--- src/rtl/core/cvis_pkg.sv ---
// Shared types, codes and defaults for the credit-based VC injection scheduler.
// No dependencies; the scheduler and the checker refer to it by scoped names.
package cvis_pkg;

  localparam int NUM_VCS_DEF     = 4;
  localparam int QUEUE_DEPTH_DEF = 8;
  localparam int FLIT_WIDTH_DEF  = 64;

  localparam int PAYLOAD_W = 64;
  localparam int CREDIT_W  = 4;
  localparam int APB_AW    = 2;
  localparam int APB_DW    = 32;

  localparam logic [CREDIT_W-1:0] CREDIT_MAX       = 4'd15;
  localparam logic [CREDIT_W-1:0] CREDIT_LIMIT_RST = 4'd1;

  localparam logic [APB_AW-1:0] REG_CREDIT_LIMIT = 2'd0;

  localparam logic [1:0] FUNC_TICK   = 2'd0;
  localparam logic [1:0] FUNC_PUSH   = 2'd1;
  localparam logic [1:0] FUNC_CREDIT = 2'd2;
  localparam logic [1:0] FUNC_RSVD   = 2'd3;

  localparam logic [1:0] KIND_HEAD   = 2'd0;
  localparam logic [1:0] KIND_BODY   = 2'd1;
  localparam logic [1:0] KIND_TAIL   = 2'd2;
  localparam logic [1:0] KIND_SINGLE = 2'd3;

  localparam logic [1:0] ERR_NONE       = 2'd0;
  localparam logic [1:0] ERR_QUEUE_FULL = 2'd1;
  localparam logic [1:0] ERR_CREDIT_OVF = 2'd2;

  typedef struct packed {
    logic                 sent;
    logic [1:0]           vc;
    logic [1:0]           kind;
    logic [PAYLOAD_W-1:0] payload;
    logic                 packet_sent;
    logic [1:0]           error;
  } result_t;

  function automatic logic is_head_kind(input logic [1:0] k);
    return (k == KIND_HEAD) || (k == KIND_SINGLE);
  endfunction

  function automatic logic is_last_kind(input logic [1:0] k);
    return (k == KIND_TAIL) || (k == KIND_SINGLE);
  endfunction

endpackage

--- src/rtl/core/cvis_ram.sv ---
// Generic single-clock RAM: one write port, one read port, registered read data.
// No package dependencies.
module cvis_ram #(
  parameter int WIDTH = 66,
  parameter int DEPTH = 32,
  parameter int AW    = (DEPTH > 1) ? $clog2(DEPTH) : 1
) (
  input  logic             clk,
  input  logic             wr_en,
  input  logic [AW-1:0]    wr_addr,
  input  logic [WIDTH-1:0] wr_data,
  input  logic             rd_en,
  input  logic [AW-1:0]    rd_addr,
  output logic [WIDTH-1:0] rd_data
);

  logic [WIDTH-1:0] mem [DEPTH];

  always_ff @(posedge clk) begin
    if (wr_en) begin
      mem[wr_addr] <= wr_data;
    end
    if (rd_en) begin
      rd_data <= mem[rd_addr];
    end
  end

endmodule

--- src/rtl/core/credit_vc_injection_scheduler.sv ---
// Push, credit return, unknown code and an idle tick register their result at the input
// transfer; a granting tick reads the flit store in ST_FETCH first. Throughput: one item per
// cycle for push and credit return while the result queue has room; a granting tick holds the
// input through ST_FETCH, and ST_FRONT too when the queue still holds flits (one flit-store
// read port: flit, then the new front kind). Synchronous reset clears queues, requests and
// grant pointer, sets credit_limit and every credit count to 1; the flit store is not cleared.
module credit_vc_injection_scheduler #(
  parameter int NUM_VCS     = cvis_pkg::NUM_VCS_DEF,
  parameter int QUEUE_DEPTH = cvis_pkg::QUEUE_DEPTH_DEF,
  parameter int FLIT_WIDTH  = cvis_pkg::FLIT_WIDTH_DEF
) (
  input  logic                          clk,
  input  logic                          rst_n,

  input  logic                          psel,
  input  logic                          penable,
  input  logic                          pwrite,
  input  logic [cvis_pkg::APB_AW-1:0]   paddr,
  input  logic [cvis_pkg::APB_DW-1:0]   pwdata,
  output logic [cvis_pkg::APB_DW-1:0]   prdata,
  output logic                          pready,

  input  logic                          in_valid,
  output logic                          in_stall,
  input  logic [1:0]                    in_func,
  input  logic [1:0]                    in_vc,
  input  logic [1:0]                    in_flit_kind,
  input  logic [cvis_pkg::PAYLOAD_W-1:0] in_flit_payload,

  output logic                          out_valid,
  input  logic                          out_stall,
  output logic                          out_sent,
  output logic [1:0]                    out_sent_vc,
  output logic [1:0]                    out_sent_kind,
  output logic [cvis_pkg::PAYLOAD_W-1:0] out_sent_payload,
  output logic                          out_packet_sent,
  output logic [1:0]                    out_error
);

  localparam int VCW    = (NUM_VCS > 1) ? $clog2(NUM_VCS) : 1;
  localparam int QW     = (QUEUE_DEPTH > 1) ? $clog2(QUEUE_DEPTH) : 1;
  localparam int FILL_W = $clog2(QUEUE_DEPTH + 1);
  localparam int DEPTH  = NUM_VCS * QUEUE_DEPTH;
  localparam int AW     = (DEPTH > 1) ? $clog2(DEPTH) : 1;
  localparam int EW     = FLIT_WIDTH + 2;
  localparam int CW     = cvis_pkg::CREDIT_W;

  typedef enum logic [1:0] {ST_IDLE, ST_FETCH, ST_FRONT} state_t;

  state_t                 state_r, state_nxt;
  logic [CW-1:0]          limit_r, limit_nxt;
  logic [CW-1:0]          credit_r   [NUM_VCS];
  logic [CW-1:0]          credit_nxt [NUM_VCS];
  logic [QW-1:0]          rd_ptr_r   [NUM_VCS];
  logic [QW-1:0]          rd_ptr_nxt [NUM_VCS];
  logic [QW-1:0]          wr_ptr_r   [NUM_VCS];
  logic [QW-1:0]          wr_ptr_nxt [NUM_VCS];
  logic [FILL_W-1:0]      fill_r     [NUM_VCS];
  logic [FILL_W-1:0]      fill_nxt   [NUM_VCS];
  logic [1:0]             front_kind_r   [NUM_VCS];
  logic [1:0]             front_kind_nxt [NUM_VCS];
  logic [NUM_VCS-1:0]     ready_r, ready_nxt;
  logic [NUM_VCS-1:0]     pending_r, pending_nxt;
  logic [VCW-1:0]         last_grant_r, last_grant_nxt;
  logic [VCW-1:0]         gnt_ch_r, gnt_ch_nxt;

  cvis_pkg::result_t      head_r, head_nxt, skid_r, skid_nxt, res_new;
  logic [1:0]             cnt_r, cnt_nxt;
  logic                   res_push, res_pop;

  logic                   ram_we, ram_re;
  logic [AW-1:0]          ram_wa, ram_ra;
  logic [EW-1:0]          ram_wd, ram_rd;

  logic                   in_xfer, vc_ok, cfg_wr;
  logic [VCW-1:0]         vc_idx;
  logic [NUM_VCS-1:0]     req_set, pend_now, cand;
  logic                   found;
  logic [VCW-1:0]         win;

  function automatic logic [AW-1:0] ent_addr(input logic [VCW-1:0] ch,
                                             input logic [QW-1:0]  p);
    return AW'(ch) * AW'(QUEUE_DEPTH) + AW'(p);
  endfunction

  function automatic logic [QW-1:0] next_slot(input logic [QW-1:0] p);
    return (p == QW'(QUEUE_DEPTH - 1)) ? '0 : p + QW'(1);
  endfunction

  cvis_ram #(.WIDTH(EW), .DEPTH(DEPTH), .AW(AW)) u_flit_store (
    .clk     (clk),
    .wr_en   (ram_we),
    .wr_addr (ram_wa),
    .wr_data (ram_wd),
    .rd_en   (ram_re),
    .rd_addr (ram_ra),
    .rd_data (ram_rd)
  );

  assign pready   = 1'b1;
  assign prdata   = cvis_pkg::APB_DW'(limit_r);
  assign cfg_wr   = psel && penable && pwrite &&
                    (2'(paddr >> 2) == cvis_pkg::REG_CREDIT_LIMIT);

  assign in_stall = (state_r != ST_IDLE) || (cnt_r == 2'd2);
  assign in_xfer  = in_valid && !in_stall;
  assign vc_ok    = 32'(in_vc) < NUM_VCS;
  assign vc_idx   = VCW'(in_vc);

  assign out_valid        = (cnt_r != 2'd0);
  assign out_sent         = head_r.sent;
  assign out_sent_vc      = head_r.vc;
  assign out_sent_kind    = head_r.kind;
  assign out_sent_payload = head_r.payload;
  assign out_packet_sent  = head_r.packet_sent;
  assign out_error        = head_r.error;
  assign res_pop          = out_valid && !out_stall;

  always_comb begin
    int idx;
    for (int i = 0; i < NUM_VCS; i++) begin
      req_set[i] = ready_r[i] && (fill_r[i] != '0) && (credit_r[i] != '0) &&
                   (!cvis_pkg::is_head_kind(front_kind_r[i]) || (credit_r[i] == limit_r));
    end
    pend_now = pending_r | req_set;
    for (int i = 0; i < NUM_VCS; i++) begin
      cand[i] = pend_now[i] && (fill_r[i] != '0);
    end
    found = 1'b0;
    win   = '0;
    for (int n = 1; n <= NUM_VCS; n++) begin
      idx = int'(last_grant_r) + n;
      if (idx >= NUM_VCS) begin
        idx = idx - NUM_VCS;
      end
      if (!found && cand[idx]) begin
        found = 1'b1;
        win   = VCW'(idx);
      end
    end
  end

  always_comb begin
    state_nxt      = state_r;
    limit_nxt      = limit_r;
    credit_nxt     = credit_r;
    rd_ptr_nxt     = rd_ptr_r;
    wr_ptr_nxt     = wr_ptr_r;
    fill_nxt       = fill_r;
    front_kind_nxt = front_kind_r;
    ready_nxt      = ready_r;
    pending_nxt    = pending_r;
    last_grant_nxt = last_grant_r;
    gnt_ch_nxt     = gnt_ch_r;
    ram_we         = 1'b0;
    ram_wa         = '0;
    ram_wd         = '0;
    ram_re         = 1'b0;
    ram_ra         = '0;
    res_push       = 1'b0;
    res_new        = '0;

    if (cfg_wr) begin
      limit_nxt = pwdata[CW-1:0];
    end

    case (state_r)
      ST_IDLE: begin
        if (in_xfer) begin
          case (in_func)
            cvis_pkg::FUNC_TICK: begin
              pending_nxt = pend_now;
              if (found) begin
                pending_nxt[win]  = 1'b0;
                last_grant_nxt    = win;
                gnt_ch_nxt        = win;
                rd_ptr_nxt[win]   = next_slot(rd_ptr_r[win]);
                fill_nxt[win]     = fill_r[win] - FILL_W'(1);
                if (credit_r[win] != '0) begin
                  credit_nxt[win] = credit_r[win] - CW'(1);
                end
                if (cvis_pkg::is_last_kind(front_kind_r[win])) begin
                  ready_nxt[win] = 1'b0;
                end
                ram_re    = 1'b1;
                ram_ra    = ent_addr(win, rd_ptr_r[win]);
                state_nxt = ST_FETCH;
              end else begin
                res_push = 1'b1;
              end
            end
            cvis_pkg::FUNC_PUSH: begin
              res_push = 1'b1;
              if (vc_ok) begin
                if (fill_r[vc_idx] == FILL_W'(QUEUE_DEPTH)) begin
                  res_new.error = cvis_pkg::ERR_QUEUE_FULL;
                end else begin
                  ram_we             = 1'b1;
                  ram_wa             = ent_addr(vc_idx, wr_ptr_r[vc_idx]);
                  ram_wd             = {in_flit_kind, in_flit_payload[FLIT_WIDTH-1:0]};
                  wr_ptr_nxt[vc_idx] = next_slot(wr_ptr_r[vc_idx]);
                  fill_nxt[vc_idx]   = fill_r[vc_idx] + FILL_W'(1);
                  if (fill_r[vc_idx] == '0) begin
                    front_kind_nxt[vc_idx] = in_flit_kind;
                  end
                  if (cvis_pkg::is_last_kind(in_flit_kind)) begin
                    ready_nxt[vc_idx] = 1'b1;
                  end
                end
              end
            end
            cvis_pkg::FUNC_CREDIT: begin
              res_push = 1'b1;
              if (vc_ok) begin
                if ((credit_r[vc_idx] >= limit_r) ||
                    (credit_r[vc_idx] == cvis_pkg::CREDIT_MAX)) begin
                  res_new.error = cvis_pkg::ERR_CREDIT_OVF;
                end else begin
                  credit_nxt[vc_idx] = credit_r[vc_idx] + CW'(1);
                end
              end
            end
            default: begin
              res_push = 1'b1;
            end
          endcase
        end
      end
      ST_FETCH: begin
        res_push            = 1'b1;
        res_new.sent        = 1'b1;
        res_new.vc          = 2'(gnt_ch_r);
        res_new.kind        = ram_rd[EW-1:FLIT_WIDTH];
        res_new.payload     = cvis_pkg::PAYLOAD_W'(ram_rd[FLIT_WIDTH-1:0]);
        res_new.packet_sent = cvis_pkg::is_last_kind(ram_rd[EW-1:FLIT_WIDTH]);
        if (fill_r[gnt_ch_r] != '0) begin
          ram_re    = 1'b1;
          ram_ra    = ent_addr(gnt_ch_r, rd_ptr_r[gnt_ch_r]);
          state_nxt = ST_FRONT;
        end else begin
          state_nxt = ST_IDLE;
        end
      end
      ST_FRONT: begin
        front_kind_nxt[gnt_ch_r] = ram_rd[EW-1:FLIT_WIDTH];
        state_nxt                = ST_IDLE;
      end
      default: begin
        state_nxt = ST_IDLE;
      end
    endcase
  end

  always_comb begin
    head_nxt = head_r;
    skid_nxt = skid_r;
    if (res_push && ((cnt_r == 2'd0) || ((cnt_r == 2'd1) && res_pop))) begin
      head_nxt = res_new;
    end else if (res_pop && (cnt_r == 2'd2)) begin
      head_nxt = skid_r;
    end
    if (res_push && (cnt_r == 2'd1) && !res_pop) begin
      skid_nxt = res_new;
    end
    cnt_nxt = cnt_r + 2'(res_push) - 2'(res_pop);
  end

  always_ff @(posedge clk) begin
    if (!rst_n) begin
      state_r      <= ST_IDLE;
      limit_r      <= cvis_pkg::CREDIT_LIMIT_RST;
      ready_r      <= '0;
      pending_r    <= '0;
      last_grant_r <= '0;
      cnt_r        <= '0;
      for (int i = 0; i < NUM_VCS; i++) begin
        credit_r[i] <= cvis_pkg::CREDIT_LIMIT_RST;
        rd_ptr_r[i] <= '0;
        wr_ptr_r[i] <= '0;
        fill_r[i]   <= '0;
      end
    end else begin
      state_r      <= state_nxt;
      limit_r      <= limit_nxt;
      ready_r      <= ready_nxt;
      pending_r    <= pending_nxt;
      last_grant_r <= last_grant_nxt;
      cnt_r        <= cnt_nxt;
      credit_r     <= credit_nxt;
      rd_ptr_r     <= rd_ptr_nxt;
      wr_ptr_r     <= wr_ptr_nxt;
      fill_r       <= fill_nxt;
    end
  end

  always_ff @(posedge clk) begin
    front_kind_r <= front_kind_nxt;
    gnt_ch_r     <= gnt_ch_nxt;
    head_r       <= head_nxt;
    skid_r       <= skid_nxt;
  end

endmodule

--- config.mk ---
export PLATFORM = sky130hd
export DESIGN_NAME = credit_vc_injection_scheduler
export DESIGN_NICKNAME = d
export VERILOG_FILES = /design/src/rtl/core/cvis_pkg.sv /design/src/rtl/core/cvis_ram.sv /design/src/rtl/core/credit_vc_injection_scheduler.sv
export SDC_FILE = /design/constraint.sdc
export NUM_CORES = 2
export LEC_CHECK = 0
export BUFFER_PORTS_ARGS = -buffer_cell sky130_fd_sc_hd__buf_2
export CAP_MARGIN = 0
export CELL_PAD_IN_SITES_DETAIL_PLACEMENT = 1
export CELL_PAD_IN_SITES_GLOBAL_PLACEMENT = 1
export CORE_ASPECT_RATIO = 1.75
export CORE_UTILIZATION = 60
export DETAILED_ROUTE_END_ITERATION = 10
export PLACE_DENSITY_LB_ADDON = 0.1
export SETUP_SLACK_MARGIN = 0.3
export SKIP_CTS_REPAIR_TIMING = 1
export SLEW_MARGIN = 20
export SYNTH_ARGS = -nofsm -noshare
export SYNTH_HDL_FRONTEND = slang
export SYNTH_HIERARCHICAL = 1
export SYNTH_SLANG_ARGS = --single-unit
--- constraint.sdc ---
create_clock -name clk -period 18.1 [get_ports clk]
set_input_delay 0.905 -clock clk [delete_from_list [all_inputs] [get_ports clk]]
set_output_delay 0.905 -clock clk [all_outputs]
set_load 0.03 [all_outputs]
Yosys cells after proc, flatten, opt, wreduce, memory -nomap -nowiden
Memories as Yosys holds them, arrays and structs flattened. A register that Yosys moved wholly into a read port is not among the register bits.
Index checks and enable logic that the tools add are counted.
{ "word_totals": {"inputBits": 111, "memories": 1, "output_inout_bits": 107, "mem_bits_rw": 2112, "elab_cells": 348, "regBits": 228} }
{ "memory_table": {"columns": ["memory", "words", "word_bits", "read_ports", "rd_ports_with_merged_regs", "write_ports", "line_no", "text"], "rows": [
  ["u_flit_store.mem", 32, 66, 1, 1, 1, "cvis_ram.sv:17", "logic [WIDTH-1:0] mem [DEPTH];"]
]} }
{ "classes": {"mux": 136, "order_cmp": 19, "eq_ne": 36, "bitwise": 9, "addsub": 19, "reduce_logical": 89} }
{ "ops": {"columns": ["cell", "n"], "rows": [
  ["$mux 66", 4],
  ["$mux 72", 2],
  ["$lt 32x4->1 const B", 4],
  ["$mux 32", 4],
  ["$mux 16", 5],
  ["$mux 70", 1],
  ["$mux 4", 17],
  ["$bwmux 16", 4],
  ["$pmux 16 s2", 2],
  ["$bmux 4 s2", 5],
  ["$mux 5", 8],
  ["$reduce_bool 4->1", 10],
  ["$logic_and 1x1->1", 33],
  ["$mux 8", 4],
  ["$mux 2", 15],
  ["$mux 3", 10],
  ["$mux 1", 28],
  ["$eq 2x2->1 const B", 13],
  ["$bwmux 12", 2],
  ["$ne 2x2->1 const B", 10],
  ["$bmux 3 s2", 3],
  ["$ge 3x3->1 const B", 6],
  ["$bwmux 8", 2],
  ["$demux 4 s2", 2],
  ["other kinds (46)", 114]
]} }

Depth between registers and ports, before layout
{ "depth": {"depth_word": 29, "mapped_depth": 21, "ltp_nobuf": 13} }

By module
The synthesis kept the hierarchy.
{ "by_module_without_submodules": {"columns": ["module", "area_per_inst_um2", "instances", "seq_area_each_um2", "cells_each"], "rows": [
  ["cvis_ram", 82111.3, 1, 65402.7, 3197],
  ["credit_vc_injection_scheduler", 12022.8, 1, 6105.9, 1102]
]} }

Worst setup path after synthesis
No wires, ideal clock.
{ "synth_path": {"kind": "register to register", "startpoint": "register limit_r[0]", "endpoint": "register skid_r[0] (netlist bit) (enable)", "t_arrival_ns": 6.919, "synth_period_minus_slack_ns": 7.509, "setup_ns": 0.591, "path_buffers": 1, "required_ns": 17.509, "path_slack_ns": 10.591, "stages_incl_launch_ff": 10, "path_cell_list": "dfxtp_1 -> buf_2 -> xor2_1 -> nor4_1 -> o31ai_1 -> nand2_1 -> nor3_1 -> o21a_1 -> nor2_1 -> nor3_1"} }
{ "synth_via": {"elab_chain_cells": 24, "elab_cells_between_ends": 45, "classes_between": "4 x eq/ne; 20 x mux; 1 x bitwise; 20 x reduce/logical"} }
{ "synth_lines": {"columns": ["element", "line_no", "text"], "rows": [
  ["start: declaration", "credit_vc_injection_scheduler.sv:51", "logic [CW-1:0] limit_r, limit_nxt;"],
  ["start signal: assignment", "credit_vc_injection_scheduler.sv:271", "limit_r <= cvis_pkg::CREDIT_LIMIT_RST;"],
  ["start signal: assignment", "credit_vc_injection_scheduler.sv:284", "limit_r <= limit_nxt;"],
  ["$eq 4x4->1", "credit_vc_injection_scheduler.sv:123", "(!cvis_pkg::is_head_kind(front_kind_r[i]) || (credit_r[i] == limit_r));"],
  ["$logic_or 1x1->1", "credit_vc_injection_scheduler.sv:123", null],
  ["$logic_and 1x1->1", "credit_vc_injection_scheduler.sv:122", "req_set[i] = ready_r[i] && (fill_r[i] != '0) && (credit_r[i] != '0) &&"],
  ["$or 4x4->4 (*)", "credit_vc_injection_scheduler.sv:125", "pend_now = pending_r | req_set;"],
  ["$logic_and 1x1->1", "credit_vc_injection_scheduler.sv:127", "cand[i] = pend_now[i] && (fill_r[i] != '0);"],
  ["$bmux 1 s2", "credit_vc_injection_scheduler.sv:136", "if (!found && cand[idx]) begin"],
  ["$mux 1 (implied by the code) (2 in series)", "credit_vc_injection_scheduler.sv:136", null],
  ["$mux 1", "credit_vc_injection_scheduler.sv:136", null],
  ["[... 6 more ...]", null, null],
  ["$logic_not 1->1", "credit_vc_injection_scheduler.sv:136", null],
  ["$logic_and 1x1->1", "credit_vc_injection_scheduler.sv:136", null],
  ["$mux 1 (*)", "credit_vc_injection_scheduler.sv:136", null],
  ["$mux 1 (*)", "credit_vc_injection_scheduler.sv:173", "if (found) begin"],
  ["$mux 1 (*)", "credit_vc_injection_scheduler.sv:170", "case (in_func)"],
  ["$mux 1 (*)", "credit_vc_injection_scheduler.sv:169", "if (in_xfer) begin"],
  ["$pmux 1 s2 (*)", "credit_vc_injection_scheduler.sv:167", "case (state_r)"],
  ["$logic_and 1x1->1 (*) (2 in series)", "credit_vc_injection_scheduler.sv:262", "if (res_push && (cnt_r == 2'd1) && !res_pop) begin"],
  ["end signal: assignment", "credit_vc_injection_scheduler.sv:300", "skid_r <= skid_nxt;"],
  ["end: declaration", "credit_vc_injection_scheduler.sv:67", "cvis_pkg::result_t head_r, head_nxt, skid_r, skid_nxt, res_new;"]
]} }
Every way passes the cells marked *; elsewhere a longest branch is shown, timed or not. The select of a mux whose other input is x is not followed.
A chain may end at the register's enable or synchronous reset.

Worst setup path in the final report
{ "layout_path": {"startpoint": "register limit_r[1]", "endpoint": "register u_flit_store.rd_data[62] (read register of u_flit_store.mem) (data pin)"} }
{ "layout_via": {"elab_chain_cells": 27, "elab_cells_between_ends": 56, "classes_between": "1 x add/sub; 4 x eq/ne; 31 x mux; 2 x bitwise; 18 x reduce/logical"} }
{ "layout_lines": {"columns": ["element", "line_no", "text"], "rows": [
  ["$eq 4x4->1", "credit_vc_injection_scheduler.sv:123", null],
  ["$logic_or 1x1->1", "credit_vc_injection_scheduler.sv:123", null],
  ["$logic_and 1x1->1", "credit_vc_injection_scheduler.sv:122", null],
  ["$or 4x4->4 (*)", "credit_vc_injection_scheduler.sv:125", null],
  ["$logic_and 1x1->1", "credit_vc_injection_scheduler.sv:127", null],
  ["$bmux 1 s2", "credit_vc_injection_scheduler.sv:136", null],
  ["$mux 1 (implied by the code) (2 in series)", "credit_vc_injection_scheduler.sv:136", null],
  ["$mux 1", "credit_vc_injection_scheduler.sv:136", null],
  ["[... 10 more ...]", null, null],
  ["$bmux 3 s2", "credit_vc_injection_scheduler.sv:186", "ram_ra = ent_addr(win, rd_ptr_r[win]);"],
  ["$mux 3 (implied by the code) (2 in series)", "credit_vc_injection_scheduler.sv:186", null],
  ["$add 5x3->5", "credit_vc_injection_scheduler.sv:83", "return AW'(ch) * AW'(QUEUE_DEPTH) + AW'(p);"],
  ["$mux 5 (*)", "credit_vc_injection_scheduler.sv:173", null],
  ["$mux 5 (*)", "credit_vc_injection_scheduler.sv:170", null],
  ["$mux 5 (*)", "credit_vc_injection_scheduler.sv:169", null],
  ["$pmux 5 s2 (*)", "credit_vc_injection_scheduler.sv:167", null],
  ["net ram_ra[0]", "credit_vc_injection_scheduler.sv:72", "logic [AW-1:0] ram_wa, ram_ra;"],
  ["end: declaration", "cvis_ram.sv:14", "output logic [WIDTH-1:0] rd_data"]
]} }
The timed path passes the listed nets; every way through them passes the cells marked *. The select of a mux whose other input is x is not followed.

==> metrics list <==
- The completed layout was analyzed and its total power is 11300 uW.
- For the worst-skew pair, the clock arrives at the later sink with an insertion delay of 870 ps.
- For this run, the register share of the synthesized area comes to 76.0%.
- The synthesized netlist devotes 0.253% of its cell area to adder and majority cells.
- Post-Synthesis Mean Instance Area: 21.9 um2
- The cell area that synthesis handed to floorplanning was 94100 um2.
* Total die area: 159000 um2
- Dividing the detail-routed wire length by the instance count gives 36.4 um.
- Placed Instance Area: 97500 um2
- The number of max-slew violations in the final report was 0.
- Register share of total power: 55.2%
- Failing checks: DRC
- TritonCTS created 209 clock buffers.
* Antenna-violating nets left: 0
- Across all layers, the routed design uses 46300 vias.
* Height of the die: 526 um
- Most frequent cells in the layout: sky130_fd_sc_hd__edfxtp_1, sky130_fd_sc_hd__mux4_2, sky130_fd_sc_hd__clkbuf_16
- RSZ-0062 raised after global routing: no
* Final hold violation count: 0
* Required time reported for the critical path endpoint: 18680 ps
* Worst Clk Skew: 59.2 ps
- Counting along the longest clock path gives a buffer depth of 4.
- EDFF count, synth: 2332
- Clock-pin slew was measured on the worst setup and hold paths at 70 ps.
- Of the available clock period, the critical path in the final layout requires 44.6%.
- FF+latch count, synth: 2406
* Compound-cell area share of the yosys netlist: 2.57%
- Summing all flip-flop and latch instances after layout gives 71500 um2.
- DPL Wire Length: 129 mm
* Clock Sink Count: 2406
- Of the total synthesized cell area, the portion taken by XOR and XNOR cells is 0.242%.
- Shortest period the worst path allows: 8070 ps
- The run finished, with violations left.
- Num ports: 218
- Number of violations of the max-capacitance limit: 0
- The first global-routing pass estimated 349 mm of wire.
- The number of antenna violations at the first check in global routing came to 11.
- Largest net degree at the start of global routing: 141
* Most used flip-flop cell after synthesis: sky130_fd_sc_hd__edfxtp_1
* Final wirelength: 245 mm
- Net switching is 21.2% of the power.
- Largest family of logic cells by synthesized area: multiplexers
- Counting cells, the worst reg-to-reg path comes to 14.
* Tot GR Track Use: 31.5%
- In this run, the number of DRC markers left after iteration 0 of detailed routing was 4483.
* Simple-gate share of the synthesized area: 2.36%
- Async set-or-reset flop fraction in the synthesized netlist: 0%
- DRC Markers: 54
* Final count of negative-setup-slack endpoints: 0
- TritonCTS clock tree: done
* Fraction of power consumed by combinational cells: 4.4%
- Critical path capture point type: flip-flop
- Summed over its instances, the top area cell type makes up 74.4% of the synthesized netlist area.
* Most frequent standard cell in the layout excluding fill and tap cells: sky130_fd_sc_hd__edfxtp_1
- Count of yosys warnings during synthesis: 6
* Post-synthesis cell count: 4299
- Cell taking the most area after synthesis: sky130_fd_sc_hd__edfxtp_1
- Actual slew at the worst max-slew pin: 1180 ps
- P&R area growth vs syn: 10.8%
* Power Density: 108 nW/um2
- Worst min-delay path category: input pin to flip-flop
* Final non-filler cell area: 104000 um2
- During placement, the flow inserted port buffers numbering 158.
- Placement Rows: 192
* Slew HR: 21.4%
* Multiplexer fraction of the synthesized cell area: 17.0%
* Cell internal power dissipation: 8880 uW
* Clock root buffer: sky130_fd_sc_hd__clkbuf_16
* Worst setup path category: flip-flop to flip-flop
- Critical-path maximum fanout: 45
- Data on the critical path arrives at its endpoint at 8660 ps.
- Yosys attributes the largest share of cell area to sky130_fd_sc_hd__edfxtp_1, sky130_fd_sc_hd__mux4_2, sky130_fd_sc_hd__dfxtp_1.
- After global routing the overflow that remains totals 0.
- Layout net count: 4665
- Measured on the finished design, the core utilization comes to 66.8%.
- The worst setup path is launched from a flip-flop.
* Post-detailed-route via-to-cell ratio: 6.87
- Instance count along the most critical hold path: 3
- Reported leakage power: 0.0330 uW
- RD Place Congestion: 0.900
* Max Clk Rate: 0.124 GHz
- Fill cells in the final layout number 12200.
- The via count of the first global-routing pass came to 48800.
- Switching pwr: 2380 uW
- In this run, distinct cell masters in the synthesized netlist total 80.
* Peak ir drop on the vdd network: 0.0000908 V
* Depth of the CTS H-tree: 4
- From left edge to right edge, the die measures 301 um.
* Initial Utilization: 60.3%
- Clk network pwr share: 40.4%
- Adding up every negative setup slack in the final design gives 0 ps.
- Fraction of final layout cells sized beyond drive strength 1: 28.7%
* Detailed-routing iteration count for the pre-antenna-repair pass: 11
* Core region area: 156000 um2
- The multi-input combinational cells in the finished layout cover a total of 21600 um2.
[state kept, by name (all words and copies together) (netlist names), 4 cells and up]
| signal | flops |
|---|---|
| pending_r | 4 |
| ready_r | 4 |
| wr_ptr_r | 12 |
| fill_r | 16 |
| u_flit_store/rd_data | 66 |
| credit_r | 16 |
| limit_r | 4 |
| out_sent_payload | 64 |
| skid_r | 72 |
| u_flit_store/mem | 2112 |
| rd_ptr_r | 12 |
| front_kind_r | 8 |
[worst max-delay path, stage by stage, from the launching register on]
cell and delay [ps]:
sky130_fd_sc_hd__dfxtp_1 540, sky130_fd_sc_hd__xor2_1 130, sky130_fd_sc_hd__nor4_1 920, sky130_fd_sc_hd__o31ai_1 310
sky130_fd_sc_hd__a32oi_1 240, sky130_fd_sc_hd__and3_1 550, sky130_fd_sc_hd__mux2i_1 530, sky130_fd_sc_hd__nand2_1 170
sky130_fd_sc_hd__o21ai_4 390, sky130_fd_sc_hd__buf_4 830, sky130_fd_sc_hd__buf_4 760, sky130_fd_sc_hd__buf_4 820
sky130_fd_sc_hd__mux4_2 630, sky130_fd_sc_hd__mux4_2 510, sky130_fd_sc_hd__mux2_2 280
[kinds of logic after synthesis]
kind of cell / Yosys count
AOI/OAI and AO/OA: 316
xor gates and xnor gates: 26
adders and majority gates: 19
buffers and inverters: 310
DFF: 2406
muxes: 797
other: 2
and+or+nand+nor: 423
[power by group through the flow]
| stage | registers, uW | logic, uW | clock network (uW) |
|---|---|---|---|
| after global placement | 6330 | 480 | 0 |
| after CTS | 6220 | 497 | 4610 |
| after floorplan | 6440 | 213 | 0 |
| after global routing | 6220 | 525 | 4760 |
| final | 6220 | 494 | 4560 |
| after detailed placement | 6340 | 497 | 0 |
[cell usage after synthesis, types with 22 or more instances]
master,n
sky130_fd_sc_hd__and2_1,147
sky130_fd_sc_hd__buf_1,22
sky130_fd_sc_hd__o22ai_1,23
sky130_fd_sc_hd__o211ai_1,22
sky130_fd_sc_hd__edfxtp_1,2332
sky130_fd_sc_hd__mux4_2,634
sky130_fd_sc_hd__a22o_1,70
sky130_fd_sc_hd__xor2_1,23
sky130_fd_sc_hd__buf_4,35
sky130_fd_sc_hd__mux2_2,80
sky130_fd_sc_hd__dfxtp_1,74
sky130_fd_sc_hd__o21ai_0,24
sky130_fd_sc_hd__a21oi_1,39
sky130_fd_sc_hd__nand2_1,61
sky130_fd_sc_hd__clkbuf_1,128
sky130_fd_sc_hd__mux2i_1,83
sky130_fd_sc_hd__inv_1,39
sky130_fd_sc_hd__buf_2,65
sky130_fd_sc_hd__nor2_1,115
[layout make-up]
class | instances | share of cell area (%)
well taps | 2037 | 2.44
repair buffers | 264 | 1.60
multi-input cells | 1610 | 20.7
clock inverters | 131 | 1.36
clock buffers | 243 | 5.20
inverters | 44 | 0.161
flip-flops and latches | 2406 | 68.5
diodes | 4 | 0.00959
[metal layers]
metal,vias to the layer above,GRT usage (%),wire length (um)
met3,544,3.82,17200
met2,2379,55.4,130000
met1,25000,40.5,88600
li1,18400,-,-
met5,-,0,0
met4,0,11.2,9480
[stage by stage]
step           cells  hold slack [ps]  setup slack (ps)
3_3_place_gp    6360              457             10000
2_1_floorplan   4326              445             10590
3_5_place_dp    6361              468              9970
5_1_grt         6736              319              9590
6_report        6739              310             10030
4_1_cts         6735              274              9960
[path summary, 6_finish.rpt]
path                                               start                            endpoint  slack [ps]
worst min-delay path                           pwdata[0]             limit_r[0]$_SDFFE_PN1P_         310
worst min register to register  rd_ptr_r[0]$_SDFFE_PN0P_            rd_ptr_r[0]$_SDFFE_PN0P_         480
worst max-delay path             limit_r[1]$_SDFFE_PN0P_  u_flit_store/rd_data[62]$_DFFE_PP_       10030
worst max register to register   limit_r[1]$_SDFFE_PN0P_  u_flit_store/rd_data[62]$_DFFE_PP_       10030
Power figures use the tool's default switching activity.
